==> config.mk <==
export PLATFORM = sky130hd
export DESIGN_NAME = idiv_step
export DESIGN_NICKNAME = d
export VERILOG_FILES = /design/src/rtl/core/idiv_pkg.sv /design/src/rtl/core/idiv_step.sv
export SDC_FILE = /design/constraint.sdc
export NUM_CORES = 1
export LEC_CHECK = 0
export BUFFER_PORTS_ARGS = -buffer_cell sky130_fd_sc_hd__buf_2
export CAP_MARGIN = 0
export CORE_MARGIN = 5
export CORE_UTILIZATION = 45
export DETAILED_ROUTE_END_ITERATION = 16
export PLACE_DENSITY = 0.85
export SLEW_MARGIN = 40
export SYNTH_ARGS = -nofsm -noshare
export SYNTH_HDL_FRONTEND = slang
export SYNTH_SLANG_ARGS = --single-unit
==> constraint.sdc <==
create_clock -name clk -period 0.83 [get_ports clk]
set_clock_uncertainty 0.1 [all_clocks]
set_input_delay 0.2075 -clock clk [delete_from_list [all_inputs] [get_ports clk]]
set_output_delay 0.2075 -clock clk [all_outputs]
set_load 0.01 [all_outputs]
==> src/rtl/core/idiv_pkg.sv <==
// Package for the 64-bit integer divider: widths, stage payload types.
// Used by the channel interfaces and every module of the divider.
package idiv_pkg;

	localparam int FIELD_W = 64;
	localparam int DATA_W  = 64;

	typedef struct packed {
		logic              sgn_q;
		logic              sgn_r;
		logic              dz;
		logic [DATA_W-1:0] nq;
		logic [DATA_W-1:0] rem;
		logic [DATA_W-1:0] den;
	} idiv_work_t;

	typedef struct packed {
		logic [FIELD_W-1:0] quotient;
		logic [FIELD_W-1:0] remainder;
		logic               div_by_zero;
	} idiv_result_t;

endpackage

==> src/rtl/core/idiv_step.sv <==
// One restoring shift-subtract stage of the divider, one quotient bit.
// Depends on idiv_pkg.
module idiv_step import idiv_pkg::*; (
	input  logic       clk,
	input  logic       arst_n,
	input  logic       en,
	input  logic       in_valid,
	input  idiv_work_t in_work,
	output logic       out_valid,
	output idiv_work_t out_work
);

	logic              valid_s1;
	idiv_work_t        work_s1;
	logic [DATA_W:0]   trial;
	logic [DATA_W+1:0] diff;
	logic              ge;
	idiv_work_t        work_d;

	always_comb begin
		trial = {in_work.rem, in_work.nq[DATA_W-1]};
		diff  = {1'b0, trial} - {2'b00, in_work.den};
		ge    = ~diff[DATA_W+1];
		work_d     = in_work;
		work_d.rem = ge ? diff[DATA_W-1:0] : trial[DATA_W-1:0];
		work_d.nq  = {in_work.nq[DATA_W-2:0], ge};
	end

	always_ff @(posedge clk or negedge arst_n) begin
		if (!arst_n) begin
			valid_s1 <= 1'b0;
		end else if (en) begin
			valid_s1 <= in_valid;
		end
	end

	always_ff @(posedge clk) begin
		if (en) begin
			work_s1 <= work_d;
		end
	end

	assign out_valid = valid_s1;
	assign out_work  = work_s1;

endmodule

======== After elaboration in Yosys (flattened, before gate mapping) ========
Cells that the tools add are included.
cells by class
  $add $sub $neg .......................... 1
  mux-type cells .......................... 1
  bitwise gates (word level) .............. 1
operators by type and width
  operator                      number
  subtractor 65 x 64 -> 66 bit  1
  two-way mux 64 bit            1
  inverter 1 bit                1
word-level totals
  flip-flop bits (word level) ............. 196
  bits of input ports ..................... 199
  output and inout port bits .............. 196
  word-level logic and storage cells ...... 10

======== Depth between registers and ports, before layout ========
  depth in word-level cells ............... 2
  mapped depth ............................ 15
  gate-level depth less buffers ........... 14

======== Worst setup path before layout ========
OpenSTA, ideal clock, no wires.
  path type ............................... input -> register
  start ................................... in in_work[4] (netlist name)
  end ..................................... reg work_s1 (netlist bit out_work[111]), data pin
  library setup time ...................... 260 ps
  arrival ................................. 2714 ps
  data required time ...................... 470 ps
  path slack .............................. -2244 ps
  stages .................................. 12
  buffers on the path ..................... 1
  path through ............................ inv_1 ha_1 o211ai_1 a21o_1 a21oi_1 a221o_2 a31oi_2 o41ai_4 a211oi_2 o31ai_4 buf_4 mux2_2
RTL lines
  element               line             RTL
  from (decl)           idiv_step.sv:8   input idiv_work_t in_work,
  to (signal assigned)  idiv_step.sv:39  work_s1 <= work_d;
  to (decl)             idiv_step.sv:14  idiv_work_t work_s1;

==> flow_summary.yaml <==
critical_path:
  critPathCaptureType: "register"
  cp_max_fo: 5
  path_class: "primary input to register"
  crit_path_start_kind: "primary input"
  cp.required_ns: 0.91
  critPathArrivalTime_ns: 3.18
floorplanning:
  io_pins: 395
  fp.dieArea_um2: 26460
  core-area_um2: 22780
  dieHeight_um: 162.7
  die_w_um: 162.7
  initial_core_util_pct: 46.05
  rows: 55
clocking:
  cts_buffers: 17
  clock-root-buffer: "clkbuf_16"
  cts.sinks: 196
  h-tree-depth: 4
  cts_tree: "built"
  cts_hold_buf: 120
  clockBufferDepth: 2
  path_clk_slew_ns: 0.09
  clk_latency_ns: 0.44
place:
  dp_hpwl_mm: 27.80
  placed_cells: 1886
  gp_congestion: 0.9110
  placed_cell_area_um2: 15100
  io_buffers: 394
synth:
  synthesis.area_um2: 10490
  synth_fp_nets: 1204
  ys_seq_area_share_pct: 56.06
  synth_top_cells_by_area: "edfxtp_1 56%, ha_1 7.6%, a21oi_1 6.3%, nor2_1 3.4%, inv_1 3.1%"
  synth_top_area_share_pct: 55.82
  synth_ff_type: "edfxtp_1"
  async_flop_share_pct: 0.5102
  synth_area_leader_cell: "edfxtp_1"
  ys_ff_latch: 196
  ys_types: 61
  synth-edff-count: 195
  synthCells: 940
  yosysWarnings: 0
  avgSynthCellArea_um2: 11.16
finish:
  nets: 2018
  multiInputGateArea_um2: 5278
  stdcell_area_um2: 18580
  finish.utilization_pct: 81.59
  fill_cells: 1156
  drive_above_1_share_pct: 52.35
  seq_area_um2: 5882
  fin_cells: 2083
  area_delta_synth_final_pct: 77.16
sta:
  final_max_slew_viol_count: 0
  rsz0062_at_grt: "true"
  slew_headroom_pct: 71.24
  fmax_mhz: 323.3
  setup_violations: 266
  max_slew.worst_pin.slew_ns: 0.4269
  period_needed_ns: 3.094
  setup_ws_ns: -2.264
  fin_crit_sh_pct: 372.7
  hold_viol: 13
  whs_ns: -0.07211
global_routing:
  antenna_found_initial: 4
  grt_max_degree: 37
  grt_use_total_pct: 34.46
  grt_overflow: 0
  grt_pass1_vias: 12660
  grt_pass1_wl_mm: 70.36
power_and_ir_drop:
  clockPowerShare_pct: 26.9
  p_seq_share_pct: 38.5
  leakage_uw: 0.008378
  switching_share_pct: 33.08
  p_int_uw: 21780
  p_sw_uw: 10770
  ir_drop_v: 0.001201
  powerDensity_nw_per_um2: 1751
  combPwrFrac_pct: 34.6
route:
  routedWlPerCell_um: 23.52
  drt_wl_total_mm: 48.98
  avgViaCountPerCell: 5.735
  dr.pass1.iters: 6
  postRouteAntennaNets: 0
  drtIter0Drc: 1390
  vias: 11947
  drcViolationCount: 0
status:
  violations: "hold timing, setup timing"
  status: "complete, but fails checks"
min_path:
  hold_class: "primary input to register"
flow_run:
  drv_cap: 0
-- power by group through the flow --
| stage | Clock (uW) | Combinational, uW | Sequential [uW] |
|---|---|---|---|
| finish | 8770 | 11200 | 12500 |
| CTS | 8560 | 10200 | 12400 |
| global route | 9250 | 11800 | 12600 |
| floorplan | 0 | 3490 | 13200 |
| detailed placement | 0 | 8330 | 12600 |
| global placement | 0 | 8090 | 12600 |
-- timing repair --
action | 4_1_cts | 5_1_grt
cloned | 14 | 0
endpoints found under the setup margin | 262 | 263
endpoints found under the hold margin | 135 | 14
gates resized for setup | 194 | 69
pin swaps | 38 | 19
buffers inserted | 25 | 6
-- path summary, 6_finish.rpt --
kind	endpoint	slack [ns]	from	cells after the start
worst max-delay path	out_work[111]	-2.26	in_work[35]	16
worst min-delay path	out_work[8]	-0.07	in_work[8]	2
worst max register to register	out_valid	-0.17	out_valid	1
worst min register to register	out_valid	0.59	out_valid	1
max in group asynchronous	out_valid	-0.08	arst_n	3
min in group asynchronous	out_valid	0.54	arst_n	3
-- cells in the mapped netlist, drive strengths merged, types with 5 or more instances --
master / number
edfxtp: 195
a21oi: 133
nor2: 96
inv: 86
nand2: 71
ha: 64
o21ai: 31
xnor2: 31
a21o: 26
xor2: 26
buf: 15
mux2: 13
o21bai: 13
clkbuf: 12
nand3: 12
nand4: 12
a31oi: 11
a211oi: 9
o211ai: 7
o21a: 7
and3: 6
nor2b: 5
-- routing by layer --
metal  vias to the layer above  track usage (%)  wire length [um]
li1                       5063                -                 -
met5                         -                0                25
met3                       305            8.732              4805
met2                       924            61.08             24590
met1                      5651            36.21             15930
met4                         4            22.34              3636
-- metrics by stage --
step	power [uW]	TNS, ns	setup slack [ns]
finish	32550	-227.58	-2.264
global route	33630	-236.65	-2.311
CTS	31250	-207.85	-2.049
detailed placement	20970	-220.24	-2.664
global placement	20700	-211.02	-2.619
floorplan	16730	-130.36	-2.091
-- worst max-delay path, stage by stage --
cell and delay (ns):
buf_2 0.11, inv_1 0.08, ha_1 0.39, and2_1 0.26, a21boi_4 0.18, o221ai_2 0.15, a21oi_1 0.20, o31a_1 0.20
o41ai_4 0.09, buf_4 0.17, a211oi_4 0.30, o31ai_4 0.10, buf_6 0.16, buf_12 0.14, buf_16 0.14, mux2_4 0.29
-- logic make-up after synthesis --
group	synth area share, %
flip-flops	56.06
multiplexers	1.586
XOR/XNOR	4.759
adder cells (fa/ha/maj)	7.824
AND/OR/NAND/NOR	9.435
buffers and inverters	4.365
AO/OA/AOI/OAI	15.97
-- cell type report --
| class | count | share of cell area [%] |
|---|---|---|
| Inverter | 86 | 1.885 |
| Clock buffer | 17 | 2.289 |
| Antenna cell | 3 | 0.04040 |
| Tap cell | 313 | 2.107 |
| Sequential cell | 196 | 31.65 |
| Clock inverter | 15 | 0.9224 |
| Timing Repair Buffer | 822 | 32.71 |
| Multi-Input combinational cell | 631 | 28.40 |
-- sequential cells by signal, indices dropped and copies added, names as in the netlist --
register   cells
out_valid      1
out_work     195
-- cells in the final DEF (no fill, tap or decap), drive strengths merged, types with 7 or more instances in the layout --
| master | netlist | routed |
|---|---|---|
| a211oi | 9 | 9 |
| a21o | 26 | 26 |
| a21oi | 133 | 133 |
| a31oi | 11 | 11 |
| buf | 15 | 700 |
| clkbuf | 12 | 18 |
| dlygate4sd3 | 0 | 120 |
| edfxtp | 195 | 195 |
| ha | 64 | 64 |
| inv | 86 | 96 |
| mux2 | 13 | 13 |
| nand2 | 71 | 71 |
| nand3 | 12 | 12 |
| nand4 | 12 | 12 |
| nor2 | 96 | 96 |
| o211ai | 7 | 7 |
| o21a | 7 | 7 |
| o21ai | 31 | 31 |
| o21bai | 13 | 13 |
| xnor2 | 31 | 31 |
| xor2 | 26 | 26 |
(Power assumes the default switching activity.)
