`config.mk`:
```
export PLATFORM = sky130hd
export DESIGN_NAME = idiv_skid_flat
export DESIGN_NICKNAME = d
export VERILOG_FILES = /design/src/rtl/core/idiv_pkg.sv /design/src/rtl/core/idiv_rsp_if.sv /design/src/rtl/core/idiv_skid.sv /design/src/flat_wrapper.sv
export SDC_FILE = /design/constraint.sdc
export NUM_CORES = 1
export LEC_CHECK = 0
export BUFFER_PORTS_ARGS = -buffer_cell sky130_fd_sc_hd__buf_2
export CAP_MARGIN = 20
export CORE_MARGIN = 1
export CORE_UTILIZATION = 47
export DETAILED_ROUTE_END_ITERATION = 10
export GPL_TIMING_DRIVEN = 0
export HOLD_SLACK_MARGIN = 0.06
export PLACE_DENSITY = 0.77
export SETUP_SLACK_MARGIN = 0.05
export SLEW_MARGIN = 20
export SYNTH_ARGS = -nofsm -noshare
export SYNTH_HDL_FRONTEND = slang
export SYNTH_SLANG_ARGS = --single-unit
export TNS_END_PERCENT = 5
```
`constraint.sdc`:
```
create_clock -name clk -period 10.2 [get_ports clk]
set_input_delay 2.55 -clock clk [delete_from_list [all_inputs] [get_ports clk]]
set_output_delay 2.55 -clock clk [all_outputs]
set_load 0.02 [all_outputs]
```
`src/rtl/core/idiv_pkg.sv`:
```
// Package for the 64-bit integer divider: widths, stage payload types.
// Used by the channel interfaces and every module of the divider.
package idiv_pkg;

	localparam int FIELD_W = 64;
	localparam int DATA_W  = 64;

	typedef struct packed {
		logic              sgn_q;
		logic              sgn_r;
		logic              dz;
		logic [DATA_W-1:0] nq;
		logic [DATA_W-1:0] rem;
		logic [DATA_W-1:0] den;
	} idiv_work_t;

	typedef struct packed {
		logic [FIELD_W-1:0] quotient;
		logic [FIELD_W-1:0] remainder;
		logic               div_by_zero;
	} idiv_result_t;

endpackage

```
`src/rtl/core/idiv_rsp_if.sv`:
```
// Response channel of the divider: valid, ready and the result item.
// Depends on idiv_pkg for the field width.
interface idiv_rsp_if import idiv_pkg::*; ();
	logic               valid;
	logic               ready;
	logic [FIELD_W-1:0] quotient;
	logic [FIELD_W-1:0] remainder;
	logic               div_by_zero;

	modport source (output valid, output quotient, output remainder, output div_by_zero,
		input ready);
	modport sink (input valid, input quotient, input remainder, input div_by_zero,
		output ready);
endinterface

```
`src/rtl/core/idiv_skid.sv`:
```
// Two-entry output buffer of the divider; its registered ready moves the pipeline.
// Depends on idiv_pkg and idiv_rsp_if.
module idiv_skid import idiv_pkg::*; (
	input  logic          clk,
	input  logic          arst_n,
	input  logic          in_valid,
	input  idiv_result_t  in_result,
	output logic          en,
	idiv_rsp_if.source    rsp
);

	logic         main_valid_q;
	logic         spare_valid_q;
	idiv_result_t main_q;
	idiv_result_t spare_q;
	logic         push;
	logic         pop;

	assign en   = ~spare_valid_q;
	assign push = in_valid & ~spare_valid_q;
	assign pop  = main_valid_q & rsp.ready;

	always_ff @(posedge clk or negedge arst_n) begin
		if (!arst_n) begin
			main_valid_q  <= 1'b0;
			spare_valid_q <= 1'b0;
		end else if (pop) begin
			if (spare_valid_q) begin
				spare_valid_q <= 1'b0;
			end else begin
				main_valid_q <= push;
			end
		end else if (push) begin
			if (main_valid_q) begin
				spare_valid_q <= 1'b1;
			end else begin
				main_valid_q <= 1'b1;
			end
		end
	end

	always_ff @(posedge clk) begin
		if (pop) begin
			if (spare_valid_q) begin
				main_q <= spare_q;
			end else if (push) begin
				main_q <= in_result;
			end
		end else if (push) begin
			if (main_valid_q) begin
				spare_q <= in_result;
			end else begin
				main_q <= in_result;
			end
		end
	end

	assign rsp.valid       = main_valid_q;
	assign rsp.quotient    = main_q.quotient;
	assign rsp.remainder   = main_q.remainder;
	assign rsp.div_by_zero = main_q.div_by_zero;

endmodule

```
`src/flat_wrapper.sv`:
```
// flat-port wrapper written by rule: the top's interface ports become plain ports
module idiv_skid_flat import idiv_pkg::*;
  (clk, arst_n, in_valid, in_result, en, rsp_valid, rsp_quotient, rsp_remainder, rsp_div_by_zero, rsp_ready);
  idiv_rsp_if rsp_i ();
  input  logic clk;
  input  logic arst_n;
  input  logic in_valid;
  input  idiv_result_t in_result;
  output logic en;
  output wire logic [$bits(rsp_i.valid)-1:0] rsp_valid;
  output wire logic [$bits(rsp_i.quotient)-1:0] rsp_quotient;
  output wire logic [$bits(rsp_i.remainder)-1:0] rsp_remainder;
  output wire logic [$bits(rsp_i.div_by_zero)-1:0] rsp_div_by_zero;
  input wire logic [$bits(rsp_i.ready)-1:0] rsp_ready;
  assign rsp_valid = rsp_i.valid;
  assign rsp_quotient = rsp_i.quotient;
  assign rsp_remainder = rsp_i.remainder;
  assign rsp_div_by_zero = rsp_i.div_by_zero;
  assign rsp_i.ready = rsp_ready;
  idiv_skid u_core (.clk(clk), .arst_n(arst_n), .in_valid(in_valid), .in_result(in_result), .en(en), .rsp(rsp_i));
endmodule
```
# Word-level counts from Yosys, hierarchy flattened
# Cells that the tools add are included.
# W data, S select, Z words.
[op_classes] add_sub_neg=0 mul=0 div_mod_pow=0 order_cmp=0 n_eq_ne=2 shift=0 n_mux=11 bitwise=4 reduce_logical=7
[op_table] operator="$mux W129" n=5
[op_table] operator="$mux W1" n=6
[op_table] operator="$reduce_and A3 Y1" n=2
[op_table] operator="$reduce_bool A2 Y1" n=3
[op_table] operator="$ne A2 B2 Y1 const B" n=2
[op_table] operator="$reduce_and A2 Y1" n=2
[op_table] operator="$and A1 B1 Y1" n=2
[op_table] operator="$not A1 Y1" n=2
[word_totals] register_bits=260 latch_bits=0 ram_bits=0 romBits=0 input_bits=133 out_inout_bits=131 memories=0

# Depth between registers and ports, before layout
# Gate-level depths: netlist of run 1.
[logic_depth] ltp_word=5 mapped_depth=4 ltp_nobuf=2

# Worst setup path after synthesis of run 1
# No wires, ideal clock.
[synth_path] kind="in2reg" startpoint="in in_valid" endpoint="reg u_core.spare_q[0] in the netlist's numbering, enable pin" arrival_time_ns=11.328 setup_slack_ns=-1.903 cell_stages=2 n_path_buf=0 cell_sequence="nand2b_1 nor3_1"
[synth_between] elab_chain_len=2
[synth_rtl] element="start: declaration" line_no="flat_wrapper.sv:7" source="input logic in_valid;"
[synth_rtl] element="$and A1 B1 Y1" line_no="idiv_skid.sv:20" source="assign push = in_valid & ~spare_valid_q;"
[synth_rtl] element="$reduce_and A3 Y1 (no source line)"
[synth_rtl] element="end signal: assignment" line_no="idiv_skid.sv:51" source="spare_q <= in_result;"
[synth_rtl] element="end: declaration" line_no="idiv_skid.sv:15" source="idiv_result_t spare_q;"
# No other way between the ends.
# A chain may end at the register's enable or synchronous reset.

# Final worst setup path of run 1
[layout_path] startpoint="in in_valid" endpoint="reg u_core.spare_q[59] in the netlist's numbering, enable pin"
# Same word-level chain as after synthesis.

==> results of run 1 <==
critical path, delay by kind of cell:
kind | cells | cell delay, ns
buf+inv | 4 | 0.71
simple gates | 2 | 0.71
metrics by stage:
stage          total power, W  setup slack (ns)  setup TNS (ns)  hold WS (ns)  utilization
2_1_floorplan         0.00219             0.281               0         0.525            -
3_3_place_gp          0.00249             -2.53         -335.81         0.529        0.568
3_5_place_dp          0.00253              5.86               0         0.532        0.584
4_1_cts               0.00349              6.41               0         0.546        0.628
5_1_grt               0.00359              6.30               0         0.553        0.628
6_report              0.00345              6.43               0         0.543        0.628
flip-flops by register name (all words and copies together) (netlist names):
name                    cells
u_core.rsp.remainder       64
u_core.spare_valid_q        1
u_core.rsp.quotient        64
u_core.spare_q            129
u_core.rsp.div_by_zero      1
u_core.rsp.valid            1
logic make-up after synthesis:
kind of cell,Yosys count
AOI/OAI and AO/OA,4
buffers and inverters,16
muxes,129
DFF,260
and+or+nand+nor,5
path summary, 6_finish.rpt:
path,start,to,cells past startpoint
setup reg to reg,u_core.spare_valid_q$_DFFE_PN0P_,u_core.spare_q[59]$_DFFE_PP_,5
max in group asynchronous,arst_n,u_core.spare_valid_q$_DFFE_PN0P_,1
setup / recovery,in_valid,u_core.spare_q[59]$_DFFE_PP_,6
hold / removal,u_core.spare_q[36]$_DFFE_PP_,u_core.rsp.remainder[35]$_DFFE_PP_,1
min in group asynchronous,arst_n,u_core.rsp.valid$_DFFE_PN0P_,1
hold reg to reg,u_core.spare_q[36]$_DFFE_PP_,u_core.rsp.remainder[35]$_DFFE_PP_,1
cell usage in the layout, fill, tap and decap left out, drive strengths merged:
cell       n
bufinv     2
nand3      1
clkbuf    45
mux2     129
nand2      1
clkinv     7
nor3       1
buf      287
nor2b      1
a21oi      2
dfrtp      2
o21ai      1
nand2b     1
edfxtp   258
inv        2
a2bb2oi    1
routing by layer:
| metal | wire (um) | track usage | part of all wire | vias up |
|---|---|---|---|---|
| li1 | - | - | - | 2285 |
| met1 | 7490 | 0.219 | 0.40 | 2504 |
| met2 | 9120 | 0.291 | 0.49 | 204 |
| met3 | 1490 | 0.0536 | 0.080 | 41 |
| met4 | 585 | 0.0599 | 0.031 | 2 |
| met5 | 13 | 0 | 0.00070 | - |
power breakdown:
group | leakage, nW | internal (W) | switching [W]
Sequential | 2.43 | 0.00151 | 0.0000630
Clock | 0.419 | 0.000569 | 0.000384
Combinational | 1.84 | 0.000360 | 0.000567
final cells by class:
class                      instances  share of cell area
tap                              265              0.0269
sequential                       260               0.633
multi-input combinational        138               0.125
clock inverter                     9             0.00772
timing repair buffer             278               0.131
buffer                            14              0.0133
clock buffer                      40              0.0623
inverter                           2            0.000610
==> impl_results.md, run 1 <==
* Status: finished, final reports clean
* Yosys warns at 0
* CTS tree: done
* Fillcell total at 1,399
* Initial Util at 0.484
* Placed Area at 11,400 sq um
* Cts bufs inserted at 28
* CP Capture Type: flip-flop
* Syn Area/Cell at 22.9 sq um
* Port buffer count at 263
* Final slew viol count at 0
* H-tree Lvls at 1
* HPWL after DPL at 13,200 um
* Synth Area in Simple Gates at 0.00330
* Cells after Synth at 414
* Finished layout cell area at 12,300 sq um
* FF+latch count, synth at 260
* Initial antenna violation count at 1
* CTS resizes at 0
* Core area at 19,600 sq um
* # Post-CTS Setup Buffers at 0
* Crit start category: input pin
* Via count at 5,036
* RSZ-0062 raised after global routing: false
* Top cell by count, worst path: buf_8
* CP peak stage delay at 0.57 ns
* Die ar. at 20,700 sq um
* Slowest-stage cell, CP: nor3_4
* Global-route usage over all layers at 0.176
* Io pins at 264
* Adder-Cell Fraction of Synth Area at 0
* Synth top area cells: edfxtp_1 (82%), mux2_2 (15%), buf_6 (0.95%)
* Type of the worst setup path: input pin to flip-flop
* Number of global-route vias before repair at 5,301
* Number of DRC markers in iteration 0 at 192
* Tmin final at 3.77 ns
* Vias per cell at 5.01
* Power per cell area at 280 nW/um^2
* Cell variety after synth at 15
* Worst-Skew Late Latency at 0.53 ns
* Post-synth EDFFs at 258
* Syn Nets at 547
* Mapped Area at 9480 sq um
* Die height at 144 um
* VDD IR max at 0.179 mV
* Antenna-violating nets left at 0
* Reg area at 7800 sq um
* Final Cycle Share at 0.370
* Crit-path cells: buf_2 -> nand2b_1 -> nor3_4 -> buf_8 -> buf_8 -> buf_8
* Area growth from synthesis to layout at 29.9%
* Post-route insts no fill at 1,006
* Nets at 855
* CTS sink count at 260
* Drt wl/cell at 18.6 um
* Most frequent cells after synthesis: edfxtp_1 (258), mux2_2 (129), buf_6 (8)
* Cell Rows at 51
* Post-CTS Hold Fix Bufs at 0
* Worst EP arrival at 4.00 ns
* Largest family of logic cells by synthesized area: multiplexers
* Largest net degree at the start of global routing at 27
* Grt total ovfl at 0
* Footprint of the multi-input gates at 1540 sq um
* Synth area leader: edfxtp_1
* Slew @ Worst Pin at 0.702 ns
* Ant diodes at 0
* First-pass GRT wire length at 27,900 um
* Clk_skew at 0.00980 ns
* DRC at 0
* XOR/XNOR Fraction of Synth Area at 0
* Fin. Hold Viols at 0
* Rel. slew slack at 0.531
* Die X at 144 um
* Clock transition at path regs at 0.06 ns
* Leak at 4.68 nW
* FFs w/ async S/R, synth at 0.00769
* Final WL at 18,700 um
* Largest fanout on the critical path at 18
* Max-Cap Viols at 0
* Primary FF master, synth: edfxtp_1
* Sequential-to-total area share from yosys stat at 0.823
* Placer congestion estimate at 0.719
* DRT Pass-1 Iters at 4
* Top-count cell post-synth: edfxtp_1
* Req. time, crit path at 10.42 ns
* Hold WC Path Type: flip-flop to flip-flop
* Compound-gate portion of the synthesized area at 0.00251
* Post-synthesis mux area share at 0.153
* CTS root buffer: clkbuf_16
* Endpoints failing setup at 0
* Post-synth top area share at 0.818
* R2r setup slk at 7.97 ns
* Ratio of cells with drive above 1 in the final layout at 0.619
* Placed Cells at 957
* FMAX at 265 MHz
* Clock buffer depth at 3
(Power assumes the default switching activity.)
==> run 2: changes to the inputs <==
- CORE_UTILIZATION: 47 -> 52
- PLACE_DENSITY: 0.77 -> 0.81
- clock period: 10.2 -> 3.61 ns (I/O delays scaled with it)
==> impl_results.md, run 2 (synthesis results as in run 1) <==
* Die ar. at 18,800 sq um
* CP Capture Type: flip-flop
* Type of the worst setup path: flip-flop to flip-flop
* VDD IR max at 0.690 mV
* Worst-Skew Late Latency at 0.51 ns
* Fin. Hold Viols at 0
* Max-Cap Viols at 0
* Largest net degree at the start of global routing at 27
* Ant diodes at 0
* Die height at 137 um
* Clk_skew at 0.00594 ns
* Endpoints failing setup at 0
* Number of DRC markers in iteration 0 at 236
* DRC at 0
* Io pins at 264
* Biggest register: u_core.spare_q
* Die X at 137 um
* Worst slack at placement at 0.743 ns
* Clock transition at path regs at 0.06 ns
* Worst EP arrival at 2.59 ns
* # Post-CTS Setup Buffers at 0
* Grt total ovfl at 0
* H-tree Lvls at 1
* Drt wl/cell at 19.1 um
* Commonest non-fill, non-tap cell in the layout: buf_2
* Initial Util at 0.540
* Final Cycle Share at 0.658
* CTS resizes at 0
* Placed Area at 11,400 sq um
* Crit start category: flip-flop
* CTS tree: done
* First-pass GRT wire length at 27,600 um
* Antenna-violating nets left at 0
* Core area at 17,500 sq um
* CP peak stage delay at 0.44 ns
* Placer congestion estimate at 0.794
* Status: finished, final reports clean
* Most frequent cells in the layout: buf_2 (264), edfxtp_1 (258), mux2_2 (129)
* Top Family by Delay on Critical Path: buffers and inverters
* Tmin final at 2.37 ns
* CP Buf/Inv Count at 5
* Nets at 854
* Initial antenna violation count at 0
* FMAX at 421 MHz
* Slowest-stage cell, CP: dfrtp_1
* Cts bufs inserted at 26
* DRT Pass-1 Iters at 4
* Area growth from synthesis to layout at 29.3%
* Final slew viol count at 0
* Port buffer count at 263
* Clock buffer depth at 3
* Global-route usage over all layers at 0.194
* Top cell by count, worst path: buf_8
* CTS root buffer: clkbuf_16
* Slew @ Worst Pin at 0.488 ns
* Rel. slew slack at 0.673
* Req. time, crit path at 3.82 ns
* RSZ-0062 raised after global routing: false
* Post-CTS Hold Fix Bufs at 0
* Hold slack at 0.166 ns
* Cell Rows at 48
* Crit-path cells: nand2b_4 -> nor3_4 -> buf_6 -> buf_8 -> buf_8 -> buf_8 -> buf_8
* Leak at 4.69 nW
* Finished layout cell area at 12,300 sq um
* Final WL at 18,400 um
* Largest fanout on the critical path at 17
* CTS sink count at 260
* Hold WC Path Type: input pin to async pin
* Power per cell area at 791 nW/um^2
* Number of global-route vias before repair at 5,086
* Via count at 4,899
* Max reg flops at 129
* Vias per cell at 5.08
* HPWL after DPL at 13,100 um
* Final worst slack at 1.24 ns
* Ratio of cells with drive above 1 in the final layout at 0.627
run 2: cell count changes in the layout (fill, tap and decap cells not counted), sizes merged:
cell,previous run,this run
buf,287,288
bufinv,2,3
clkbuf,45,37
clkinv,7,10
clkinvlp,0,1
run 2: through the flow:
step           power (W)  std cells  setup TNS [ns]   util
2_1_floorplan    0.00608        414         -115.45      -
3_3_place_gp     0.00686        902         -381.96  0.634
3_5_place_dp     0.00715        918               0  0.651
4_1_cts          0.00980        964               0  0.699
5_1_grt           0.0101        964               0  0.699
6_report         0.00970        964               0  0.699
run 2: power by group:
| group | switching (W) | leakage (nW) | total (W) | internal, W |
|---|---|---|---|---|
| Combinational | 0.00160 | 1.85 | 0.00263 | 0.00102 |
| Clock | 0.00106 | 0.411 | 0.00263 | 0.00157 |
| Sequential | 0.000178 | 2.43 | 0.00444 | 0.00426 |
| Total | 0.00284 | 4.69 | 0.00970 | 0.00686 |
run 2: area by class of cell:
cell class	count	area, sq um
repair buffers	279	1620
plain buffers	14	164
clock inverters	14	146
flip-flops and latches	260	7800
fillers	1062	5280
well taps	225	282
inverters	2	7.51
clock buffers	32	694
multi-input cells	138	1540
run 2: final timing paths:
path                       slack [ns]  depth (start not counted)                              from                                end
max reg2reg                      1.24                          7  u_core.spare_valid_q$_DFFE_PN0P_       u_core.spare_q[52]$_DFFE_PP_
min in group clk                 0.55                          1      u_core.spare_q[91]$_DFFE_PP_  u_core.rsp.quotient[26]$_DFFE_PP_
min                              0.17                          1                            arst_n       u_core.rsp.valid$_DFFE_PN0P_
max in group asynchronous        3.35                          1                            arst_n   u_core.spare_valid_q$_DFFE_PN0P_
max                              1.24                          7  u_core.spare_valid_q$_DFFE_PN0P_       u_core.spare_q[52]$_DFFE_PP_
min reg2reg                      0.55                          1      u_core.spare_q[91]$_DFFE_PP_  u_core.rsp.quotient[26]$_DFFE_PP_
run 2: worst register-to-register path, stage by stage, from the launching register on:
cell and delay [ns]:
dfrtp_1 0.44, nand2b_4 0.20, nor3_4 0.43, buf_6 0.23
buf_8 0.20, buf_8 0.20, buf_8 0.18, buf_8 0.19
run 2: routing by layer:
layer	wire length, um	GRT usage
met5	0	0
met4	332	0.0519
met2	9210	0.325
met1	7250	0.243
met3	1650	0.0622
