## config.mk

```make
export PLATFORM = sky130hd
export DESIGN_NAME = idiv_prep
export DESIGN_NICKNAME = d
export VERILOG_FILES = /design/src/rtl/core/idiv_pkg.sv /design/src/rtl/core/idiv_prep.sv
export SDC_FILE = /design/constraint.sdc
export NUM_CORES = 1
export LEC_CHECK = 0
export BUFFER_PORTS_ARGS = -buffer_cell sky130_fd_sc_hd__buf_2
export CORE_MARGIN = 2
export CORE_UTILIZATION = 44
export DETAILED_ROUTE_END_ITERATION = 10
export GPL_TIMING_DRIVEN = 1
export PLACE_DENSITY = 0.77
export SETUP_SLACK_MARGIN = 0.2
export SYNTH_ARGS = -nofsm -noshare
export SYNTH_HDL_FRONTEND = slang
export SYNTH_SLANG_ARGS = --single-unit
export TNS_END_PERCENT = 20
```

## constraint.sdc

```tcl
create_clock -name clk -period 0.9 [get_ports clk]
set_clock_uncertainty 0.15 [all_clocks]
set_input_delay 0.09 -clock clk [delete_from_list [all_inputs] [get_ports clk]]
set_output_delay 0.09 -clock clk [all_outputs]
set_load 0.05 [all_outputs]
```

## src/rtl/core/idiv_pkg.sv

```systemverilog
// Package for the 64-bit integer divider: widths, stage payload types.
// Used by the channel interfaces and every module of the divider.
package idiv_pkg;

	localparam int FIELD_W = 64;
	localparam int DATA_W  = 64;

	typedef struct packed {
		logic              sgn_q;
		logic              sgn_r;
		logic              dz;
		logic [DATA_W-1:0] nq;
		logic [DATA_W-1:0] rem;
		logic [DATA_W-1:0] den;
	} idiv_work_t;

	typedef struct packed {
		logic [FIELD_W-1:0] quotient;
		logic [FIELD_W-1:0] remainder;
		logic               div_by_zero;
	} idiv_result_t;

endpackage

```

## src/rtl/core/idiv_prep.sv

```systemverilog
// Input stage of the divider: operand magnitudes, sign flags, zero divisor.
// Depends on idiv_pkg.
module idiv_prep import idiv_pkg::*; (
	input  logic               clk,
	input  logic               arst_n,
	input  logic               en,
	input  logic               in_valid,
	input  logic               cmd,
	input  logic [FIELD_W-1:0] dividend,
	input  logic [FIELD_W-1:0] divisor,
	output logic               out_valid,
	output idiv_work_t         out_work
);

	logic              valid_s1;
	idiv_work_t        work_s1;
	logic [DATA_W-1:0] a;
	logic [DATA_W-1:0] b;
	logic              neg_a;
	logic              neg_b;
	logic [DATA_W-1:0] a_mag;
	logic [DATA_W-1:0] b_mag;
	idiv_work_t        work_d;

	always_comb begin
		a      = dividend[DATA_W-1:0];
		b      = divisor[DATA_W-1:0];
		neg_a  = cmd & a[DATA_W-1];
		neg_b  = cmd & b[DATA_W-1];
		a_mag  = neg_a ? (~a + DATA_W'(1)) : a;
		b_mag  = neg_b ? (~b + DATA_W'(1)) : b;
		work_d.sgn_q = neg_a ^ neg_b;
		work_d.sgn_r = neg_a;
		work_d.dz    = (b_mag == '0);
		work_d.nq    = a_mag;
		work_d.rem   = '0;
		work_d.den   = b_mag;
	end

	always_ff @(posedge clk or negedge arst_n) begin
		if (!arst_n) begin
			valid_s1 <= 1'b0;
		end else if (en) begin
			valid_s1 <= in_valid;
		end
	end

	always_ff @(posedge clk) begin
		if (en) begin
			work_s1 <= work_d;
		end
	end

	assign out_valid = valid_s1;
	assign out_work  = work_s1;

endmodule

```

---- After elaboration in Yosys (flattened, before gate mapping) ----
Index checks and enable logic that the tools add are counted.
word-level totals
  output and inout bits ................... 196
  register bits ........................... 132
cells by class
  add/sub/neg operators ................... 2
  bitwise operators ....................... 5
  reduce and logical (&&, ||, !) cells .... 1
  muxes and demuxes ....................... 2
operators by type and width
  kind                                            count
  adder 64 x 1 -> 64 bit (second input constant)  2
  2-to-1 mux 64 bit                               2
  NOT 64 bit                                      2
  logical NOT 64 bit                              1
  bitwise AND 1 bit                               2
  bitwise XOR 1 bit                               1

---- Depth between registers and ports, before layout ----
Gate-level depths: netlist (run 1).
  word-level depth ........................ 4
  gate-level depth with buffers ........... 11

---- Least setup slack after synthesis (run 1) ----
OpenSTA, ideal clock, no wires.
  path kind ............................... input to register
  from .................................... input divisor[1]
  to ...................................... register work_s1 (netlist bit out_work[192]), data pin
  slack ................................... -1.997 ns
  cell stages on the path ................. 10
  arrival ................................. 2.578 ns
  required time ........................... 0.580 ns
  cell sequence ........................... inv_1 -> ha_1 -> or3b_2 -> nor3_1 -> a21oi_1 -> o32a_1 -> or4b_1 -> nor4_2 -> nand4b_1 -> nor4_2
RTL lines
  item                    RTL line         text
  start: declaration      idiv_prep.sv:10  input logic [FIELD_W-1:0] divisor,
  end signal: assignment  idiv_prep.sv:50  work_s1 <= work_d;
  end: declaration        idiv_prep.sv:16  idiv_work_t work_s1;

==> results of run 1 <==
## through the flow
| stage | hold slack, ns | instances | utilization [%] |
|---|---|---|---|
| after floorplan | -0.3556 | 794 | - |
| after global placement | -0.2857 | 1498 | 66.73 |
| after detailed placement | -0.2812 | 1498 | 66.73 |
| after CTS | -0.2438 | 1554 | 80.10 |
| after global routing | -0.2173 | 1578 | 84.00 |
| final | -0.2315 | 1579 | 84.01 |
## layer usage
metal | vias to the layer above | part of all wire [%] | GRT usage [%]
li1 | 3825 | - | -
met1 | 4348 | 33 | 37.65
met3 | 208 | 10 | 8.382
met4 | 0 | 6.2 | 18.74
met2 | 812 | 50 | 59.54
met5 | - | 0 | 0
## layout make-up
class / instances / area [um^2] / share of cell area, %
Timing Repair Buffer: 614 / 5243 / 34.98
Multi-Input combinational cell: 559 / 4828 / 32.21
Sequential cell: 132 / 3959 / 26.41
Clock buffer: 20 / 436.7 / 2.913
Tap cell: 229 / 286.5 / 1.912
Clock inverter: 12 / 180.2 / 1.202
Inverter: 12 / 52.55 / 0.3506
Antenna cell: 1 / 2.502 / 0.01670
## layout by cell type (no fill, tap or decap), drive strengths merged, types with 5 or more instances in the layout
cell type  count
buf          613
edfxtp       131
xor2          73
conb          64
nor2          62
xnor2         51
a21oi         44
nor3          41
nor4          31
nand2         28
o21ai         22
clkbuf        20
or4           16
a31oi         16
o31ai         14
or3           13
inv           13
o41ai         10
nand3          9
nand4          8
nand4b         5
clkinv         5
## worst min-delay path by stage
stage	from	end	slack [ns]
2_1_floorplan	arst_n	out_valid$_DFFE_PN0P_	-0.36
3_3_place_gp	arst_n	out_valid$_DFFE_PN0P_	-0.29
3_5_place_dp	arst_n	out_valid$_DFFE_PN0P_	-0.28
4_1_cts	in_valid	out_valid$_DFFE_PN0P_	-0.24
5_1_grt	in_valid	out_valid$_DFFE_PN0P_	-0.22
6_report	in_valid	out_valid$_DFFE_PN0P_	-0.23
## critical path, cell delays in order
cell and delay (ns):
buf_2 0.11, or4_4 0.54, nand4b_1 0.29, nor3_1 0.50, a21oi_4 0.13, and2b_4 0.18
nor4_1 0.39, buf_4 0.18, nand3_1 0.10, nor4_2 0.31
## timing repair
item	4_1_cts	5_1_grt
setup buffers	23	24
pin swaps	55	38
endpoints found under the hold margin	85	60
setup endpoints to repair	261	261
gates resized for setup	427	110
## sequential cells by signal, indices dropped and copies added, names as in the netlist
name       count
out_work     131
out_valid      1
## power groups by stage
| stage | Combinational, mW | Sequential [mW] | Clock (mW) |
|---|---|---|---|
| after CTS | 7.31 | 7.91 | 7.46 |
| after global placement | 6.20 | 7.84 | 0 |
| final | 7.77 | 7.97 | 7.50 |
| after floorplan | 1.82 | 10.1 | 0 |
| after global routing | 7.99 | 8.01 | 7.76 |
| after detailed placement | 6.31 | 7.86 | 0 |
## cell families (layout without fill, tap and decap cells)
group           after synthesis  in the layout  share of synthesized area, %
other cells                   1             65                       0.04721
xor+xnor                    124            124                         13.67
mux                           5              5                        0.6615
compound gates              125            125                         9.860
buf+inv                     103            658                         7.954
simple gates                238            238                         17.50
fa+ha+maj                     3              3                        0.4726
flops                       132            132                         49.83
==> metrics.txt, run 1 <==
clock share of power 32.3%; most frequent cells after synthesis edfxtp_1 (131), xor2_1 (73), buf_4 (64); DRC 0; drt wl/cell 23.10 um; Overflow after GRT 0; sw power 8.180 mW; placed cell area 11910 um^2; clk_lat worst skew 0.42 ns; layout cells sized above 1 61.01%; Post-synth ARST share 0.7576%; synth warn 0; register area share after synthesis 49.83%; Crit. Startpoint divisor[48]; initial core utilization 44.53%; clock edge transition at the registers on the reported setup and hold paths 0.06 ns; Worst R2R Setup Slack -0.04 ns; initial antenna violation count 2; core area 17840 um^2; number of antenna-violating nets in the routed design 0; final net count 1472; Synth top area share 49.52%; maxcap violations 0; Rel. slew slack 65.92%; most frequent cell after synthesis edfxtp_1; pre-CTS setup slack -2.232 ns; Area Growth Syn to Fin 88.68%; nature of the critical path endpoint register; leading area contributor after synthesis edfxtp_1; R2R Path Start out_valid$_DFFE_PN0P_; Hold Buf Count CTS 1; # IOs 329; Final Hold Viols 58; worst path arrival time 2.82 ns; HP Class primary input to register; Int Pwr 15.07 mW; Final Cycle Share 303.1%; minimum clock period 2.728 ns; Synth Flop Type edfxtp_1; iteration-0 DRC count of the detailed router 942; CTS tree done; vias per cell 5.822; status finished, violations left; global-route wire length before repair 50.85 mm; Sum Neg Setup Slack -158.56 ns; RSZ-0062 raised after global routing true; Buffers on Ports 264; syn avg cell area 10.87 um^2; DRT Pass-1 Iters 5; sequential power share 34.3%; worst slew pin tran 0.5073 ns; Post-DP HPWL 21.50 mm; number of synthesized register bits 132; Overall Power 23.25 mW; worst vdd ir 1347 uV; CP Launch Type primary input; number of synthesized flops with an enable pin 131; Final WS setup -1.828 ns; violated checks hold timing, setup timing; Comb power frac 33.4%; gpl congestion 0.9559; Post-Route WL 36.47 mm; Filler cells 877; die height 138.4 um; clk sinks 132; H-tree depth 4; R2R Path End out_valid$_DFFE_PN0P_; final instance area 14990 um^2; Min Hold Slack -0.2315 ns; # rows 49; crit path max fanout 3; Hold Crit Depth 2; Mapped Cells 731; Sw Ratio 35.18%; clk buf depth 2; vias in the first global route 9201; DIE WIDTH 138.4 um; largest cells by area after synthesis edfxtp_1 (50%), xor2_1 (8.0%), buf_4 (6.0%); setup violators final 255; via count 9193; mapped cell area 7944 um^2; WS Path Type primary input to register; Max Fclk 366.6 MHz; Worst setup endpoint out_work[192]$_DFFE_PP_; Yosys cell types 60; count of pins over their slew limit 0; die area 19140 um^2; clk root buf clkbuf_16; GR Util All Layers 33.87%; R2R cell count 1; Pwr Density 1551 nW/um^2; Num CTS Buffers 17; largest net degree at the start of global routing 42; P_leak 6.454 nW; Critical Path RT 0.99 ns
Power figures use the tool's default switching activity.
==> inputs of run 2 (changes only) <==
Settings changed: SETUP_SLACK_MARGIN 0.2 to default.
==> run 2 against run 1 <==
- the run still ends with hold timing, setup timing left
- register-to-register slack better by 0.03 ns
- count of clock-buffer cells in the layout shrank 3
- critical path depth fell by 1
- sequential cell count unchanged
- highest routed layer is now met5
==> metrics.txt, run 2 (same netlist as run 1, synthesis figures left out) <==
DRT Pass-1 Iters 5 (unchanged); die area 19140 um^2 (unchanged); final instance area 15070 um^2 (was 14990 um^2); RSZ-0062 raised after global routing true (unchanged); WS Path Type primary input to register (unchanged); violated checks hold timing, setup timing (unchanged); Buffers on Ports 264 (unchanged); clock edge transition at the registers on the reported setup and hold paths 0.07 ns (was 0.06 ns); Final Hold Viols 43 (was 58); final net count 1481 (was 1472); vias in the first global route 9295 (was 9201); clk root buf clkbuf_16 (unchanged); HP Class primary input to register (unchanged); clk_lat worst skew 0.41 ns (was 0.42 ns); via count 9497 (was 9193); global-route wire length before repair 51.71 mm (was 50.85 mm); Num CTS Buffers 17 (unchanged); initial core utilization 44.53% (unchanged); pre-CTS setup slack -2.269 ns (was -2.232 ns); Final Cycle Share 318.2% (was 303.1%); # rows 49 (unchanged); count of pins over their slew limit 0 (unchanged); worst slew pin tran 0.7611 ns (was 0.5073 ns); area taken by multi-input logic gates 4936 um^2 (was 4828 um^2); Filler cells 806 (was 877); Pwr Density 1547 nW/um^2 (was 1551 nW/um^2); Rel. slew slack 48.79% (was 65.92%); Final WS setup -1.964 ns (was -1.828 ns); status finished, violations left (unchanged); Post-Route WL 39.22 mm (was 36.47 mm); setup violators final 259 (was 255); number of antenna-violating nets in the routed design 0 (unchanged); placed cell count 1497 (was 1498); P_leak 6.540 nW (was 6.454 nW); Hold Buf Count CTS 7 (was 1); Post-DP HPWL 20.99 mm (was 21.50 mm); GR Util All Layers 34.71% (was 33.87%); initial antenna violation count 3 (was 2); DIE WIDTH 138.4 um (unchanged); worst path arrival time 2.92 ns (was 2.82 ns); iteration-0 DRC count of the detailed router 975 (was 942); FF/Latch Area 3959 um^2 (unchanged); # IOs 329 (unchanged); Max Fclk 349.2 MHz (was 366.6 MHz); drt wl/cell 24.69 um (was 23.10 um); commonest non-fill, non-tap cell in the layout buf_4 (unchanged); largest net degree at the start of global routing 43 (was 42); H-tree depth 4 (unchanged); crit path max fanout 3 (unchanged); layout cells sized above 1 61.27% (was 61.01%); clk buf depth 2 (unchanged); maxcap violations 0 (unchanged); CP Launch Type primary input (unchanged); CTS tree done (unchanged); die height 138.4 um (unchanged); clk sinks 132 (unchanged); placed cell area 11710 um^2 (was 11910 um^2); core area 17840 um^2 (unchanged); nature of the critical path endpoint register (unchanged); Overflow after GRT 0 (unchanged); Finished Layout Cells 1588 (was 1579); max FFs per register 131 (unchanged); DRC 0 (unchanged); minimum clock period 2.864 ns (was 2.728 ns); Critical Path RT 0.96 ns (was 0.99 ns); Min Hold Slack -0.1400 ns (was -0.2315 ns); vias per cell 5.980 (was 5.822); most frequent cells in the layout buf_4 (301), buf_6 (195), edfxtp_1 (131), buf_2 (113), xor2_1 (65) (was buf_4 (282), buf_6 (200), edfxtp_1 (131), buf_2 (116), xor2_1 (68)); gpl congestion 0.9959 (was 0.9559); Area Growth Syn to Fin 89.67% (was 88.68%); worst vdd ir 1454 uV (was 1347 uV)
run 2: path summary, 6_finish.rpt:
kind                                      endpoint  slack (ns)  depth (start not counted)             startpoint
min in group asynchronous    out_valid$_DFFE_PN0P_        0.37                          3                 arst_n
min reg2reg                  out_valid$_DFFE_PN0P_        0.39                          1  out_valid$_DFFE_PN0P_
min                        out_work[153]$_DFFE_PP_       -0.14                          2           dividend[25]
max in group asynchronous    out_valid$_DFFE_PN0P_        0.13                          3                 arst_n
max reg2reg                  out_valid$_DFFE_PN0P_       -0.01                          1  out_valid$_DFFE_PN0P_
max                        out_work[192]$_DFFE_PP_       -1.96                          9            divisor[52]
run 2: power breakdown:
group	switching (mW)	internal (mW)
Combinational	5.02	2.89
Clock	3.05	4.39
Sequential	0.382	7.57
run 2: layout make-up:
class / count / area share, %
diodes: 1 / 0.01661
clock buffers: 17 / 2.823
clock inverters: 15 / 1.188
inverters: 12 / 0.3488
multi-input cells: 559 / 32.76
flip-flops and latches: 132 / 26.27
well taps: 229 / 1.902
repair buffers: 623 / 34.69
run 2: worst max-delay path: stages:
cell	delay (ns)
buf_2	0.12
or4_4	0.53
or4_4	0.49
nor4_4	0.29
or3_1	0.16
or4b_1	0.45
nor4_2	0.26
nand4b_1	0.23
nor4_2	0.29
run 2: stage by stage:
stage | util (%) | setup TNS (ns) | total power [mW]
floorplan | - | -136.75 | 11.86
global placement | 65.62 | -180.24 | 14.02
detailed placement | 65.62 | -185.99 | 14.10
CTS | 79.96 | -147.75 | 22.51
global route | 84.45 | -163.13 | 23.78
finish | 84.45 | -157.06 | 23.30
run 2: per-layer routing:
metal / share of wire (%) / up-vias / track usage [%] / routed length (um)
met3: 10 / 271 / 7.828 / 3991
met4: 7.6 / 4 / 17.29 / 2999
met2: 50 / 898 / 63.08 / 19680
met5: 0.069 / - / 0 / 27
met1: 32 / 4496 / 38.09 / 12520
li1: - / 3828 / - / -
run 2: timing repair:
item	in CTS	in global routing
cloned	0	0
setup buffers	35	38
pin swaps	66	64
endpoints found under the hold margin	75	54
setup endpoints to repair	257	259
gates resized for setup	434	126
==> inputs of run 3 (changes only) <==
Settings changed: SKIP_CTS_REPAIR_TIMING from default to 1.
==> run 3 against run 2 <==
- the flow still finishes with violations (hold timing, setup timing)
- count of clock-buffer cells in the layout unchanged
- cell count down 2.0%
- worst setup slack improved by 0.29 ns
- power fell by 5.9%
- first-iteration DRC count shrank 33%
- global-route usage down 8.0 points
- clock power shrank 3.0%
- final area is 8.7% lower
- critical path type unchanged
- critical endpoint unchanged
- largest cell class is now multi-input combinational cells
==> metrics.txt, run 3 (same netlist as run 1, synthesis figures left out) <==
Final Hold Viols 53 (was 43); maxcap violations 0 (unchanged); largest net degree at the start of global routing 43 (unchanged); pre-CTS setup slack -2.269 ns (unchanged); vias in the first global route 7767 (was 9295); RSZ-0062 raised after global routing true (unchanged); violated checks hold timing, setup timing (unchanged); die height 138.4 um (unchanged); setup violators final 253 (was 259); minimum clock period 2.576 ns (was 2.864 ns); crit path max fanout 3 (unchanged); final net count 1448 (was 1481); clk_lat worst skew 0.41 ns (about the same); busiest grt layer met2 (unchanged); iteration-0 DRC count of the detailed router 658 (was 975); clock edge transition at the registers on the reported setup and hold paths 0.06 ns (was 0.07 ns); placed cell count 1497 (unchanged); status finished, violations left (unchanged); Final Cycle Share 286.2% (was 318.2%); sw power 7.805 mW (was 8.453 mW); count of pins over their slew limit 0 (unchanged); grt met3 use 5.542% (was 7.828%); commonest non-fill, non-tap cell in the layout buf_4 (unchanged); initial antenna violation count 3 (unchanged); WS Path Type primary input to register (unchanged); crit path cell chain buf_2 > or4_4 > or4_4 > nor4_4 > or3_1 > or4b_1 > nor4_2 > nand4b_1 > nor4_2 (unchanged); clk buf depth 2 (unchanged); worst vdd ir 1328 uV (was 1454 uV); Max Fclk 388.3 MHz (was 349.2 MHz); Pwr Density 1594 nW/um^2 (was 1547 nW/um^2); CP top delay family simple AND/OR/NAND/NOR gates (unchanged); Sw Ratio 35.60% (was 36.28%); Filler cells 1070 (was 806); # rows 49 (unchanged); worst path arrival time 2.67 ns (was 2.92 ns); final instance area 13750 um^2 (was 15070 um^2); HP Class primary input to register (unchanged); layout cells sized above 1 58.42% (was 61.27%); Crit-path slowest cell or4_4 (unchanged); H-tree depth 4 (unchanged); CTS tree done (unchanged); Buffers on Ports 264 (unchanged); nature of the critical path endpoint register (unchanged); Overflow after GRT 0 (unchanged); initial core utilization 44.53% (unchanged); drt wl/cell 19.94 um (was 24.69 um); Overall Power 21.92 mW (was 23.30 mW); Critical Path RT 0.99 ns (was 0.96 ns); Finished Layout Cells 1556 (was 1588); CP Launch Type primary input (unchanged); Final WS setup -1.676 ns (was -1.964 ns); DRC 0 (unchanged); gpl congestion 0.9959 (unchanged); via count 8555 (was 9497); number of antenna-violating nets in the routed design 0 (unchanged); Critical Path Max Stage Delay 0.52 ns (was 0.53 ns); Area Growth Syn to Fin 73.14% (was 89.67%); GR Util All Layers 26.73% (was 34.71%); Bufs and invs on worst path 1 (unchanged); met2 usage 48.98% (was 63.08%); clk sinks 132 (unchanged); core area 17840 um^2 (unchanged); P_leak 5.984 nW (was 6.540 nW); placed cell area 11710 um^2 (unchanged); die area 19140 um^2 (unchanged); DRT Pass-1 Iters 6 (was 5); Worst R2R Setup Slack -0.01 ns (about the same); Post-DP HPWL 20.99 mm (unchanged); sequential power share 35.4% (was 34.1%); # IOs 329 (unchanged); M1 GR Usage 30.87% (was 38.09%); clock share of power 33.0% (was 32.0%); max FFs per register 131 (unchanged); global-route wire length before repair 40.39 mm (was 51.71 mm); Num CTS Buffers 17 (unchanged); vias per cell 5.498 (was 5.980); Int Pwr 14.12 mW (was 14.85 mW); Sum Neg Setup Slack -150.12 ns (was -157.06 ns); Min Hold Slack -0.1342 ns (was -0.1400 ns); clk root buf clkbuf_16 (unchanged); Post-Route WL 31.02 mm (was 39.22 mm); most frequent cells in the layout buf_4 (283), buf_2 (228), edfxtp_1 (131), xor2_1 (67), buf_6 (65) (was buf_4 (301), buf_6 (195), edfxtp_1 (131), buf_2 (113), xor2_1 (65)); Comb power frac 31.6% (was 33.9%); DIE WIDTH 138.4 um (unchanged)
[run 3: cell types whose count changed in the layout (fill, tap and decap cells not counted), moves of 4 or more]
cell / change
buf_6: -130
buf_2: +115
buf_4: -18
a21oi_4: -6
nand2_4: -5
o21ai_4: -5
a21oi_2: +4
nand2_1: +4
xnor2_1: +4
[run 3: power by group through the flow]
stage               clock network (mW)  logic [mW]  registers, mW
floorplan                            0        1.78           10.1
global placement                     0        6.18           7.85
detailed placement                   0        6.25           7.86
CTS                               7.31        6.27           7.74
global route                      7.54        7.18           7.81
finish                            7.23        6.93           7.77
[run 3: final cells by class]
class	instances	area (um^2)	area share, %
Antenna cell	2	5.005	0.03639
Clock buffer	17	425.4	3.093
Clock inverter	15	178.9	1.301
Inverter	12	55.05	0.4003
Multi-Input combinational cell	559	4647	33.79
Sequential cell	132	3959	28.78
Tap cell	229	286.5	2.083
Timing Repair Buffer	590	4198	30.52
[run 3: per-layer routing]
layer  vias up  wire length, um
li1       3768                -
met1      4072            10780
met2       589            16150
met3       122             2640
met4         4             1429
met5         -               23
[run 3: worst paths after layout]
path,cells past startpoint,start,endpoint
max,9,divisor[52],out_work[192]$_DFFE_PP_
min,2,dividend[40],out_work[168]$_DFFE_PP_
max reg2reg,1,out_valid$_DFFE_PN0P_,out_valid$_DFFE_PN0P_
min reg2reg,1,out_valid$_DFFE_PN0P_,out_valid$_DFFE_PN0P_
max in group asynchronous,3,arst_n,out_valid$_DFFE_PN0P_
min in group asynchronous,3,arst_n,out_valid$_DFFE_PN0P_
[run 3: per-stage QoR]
| stage | hold WS (ns) | utilization, % |
|---|---|---|
| 6_report | -0.1342 | 77.10 |
| 5_1_grt | -0.1581 | 77.08 |
| 4_1_cts | -0.7257 | 69.01 |
| 3_5_place_dp | -0.2813 | 65.62 |
| 3_3_place_gp | -0.2860 | 65.62 |
| 2_1_floorplan | -0.3556 | - |
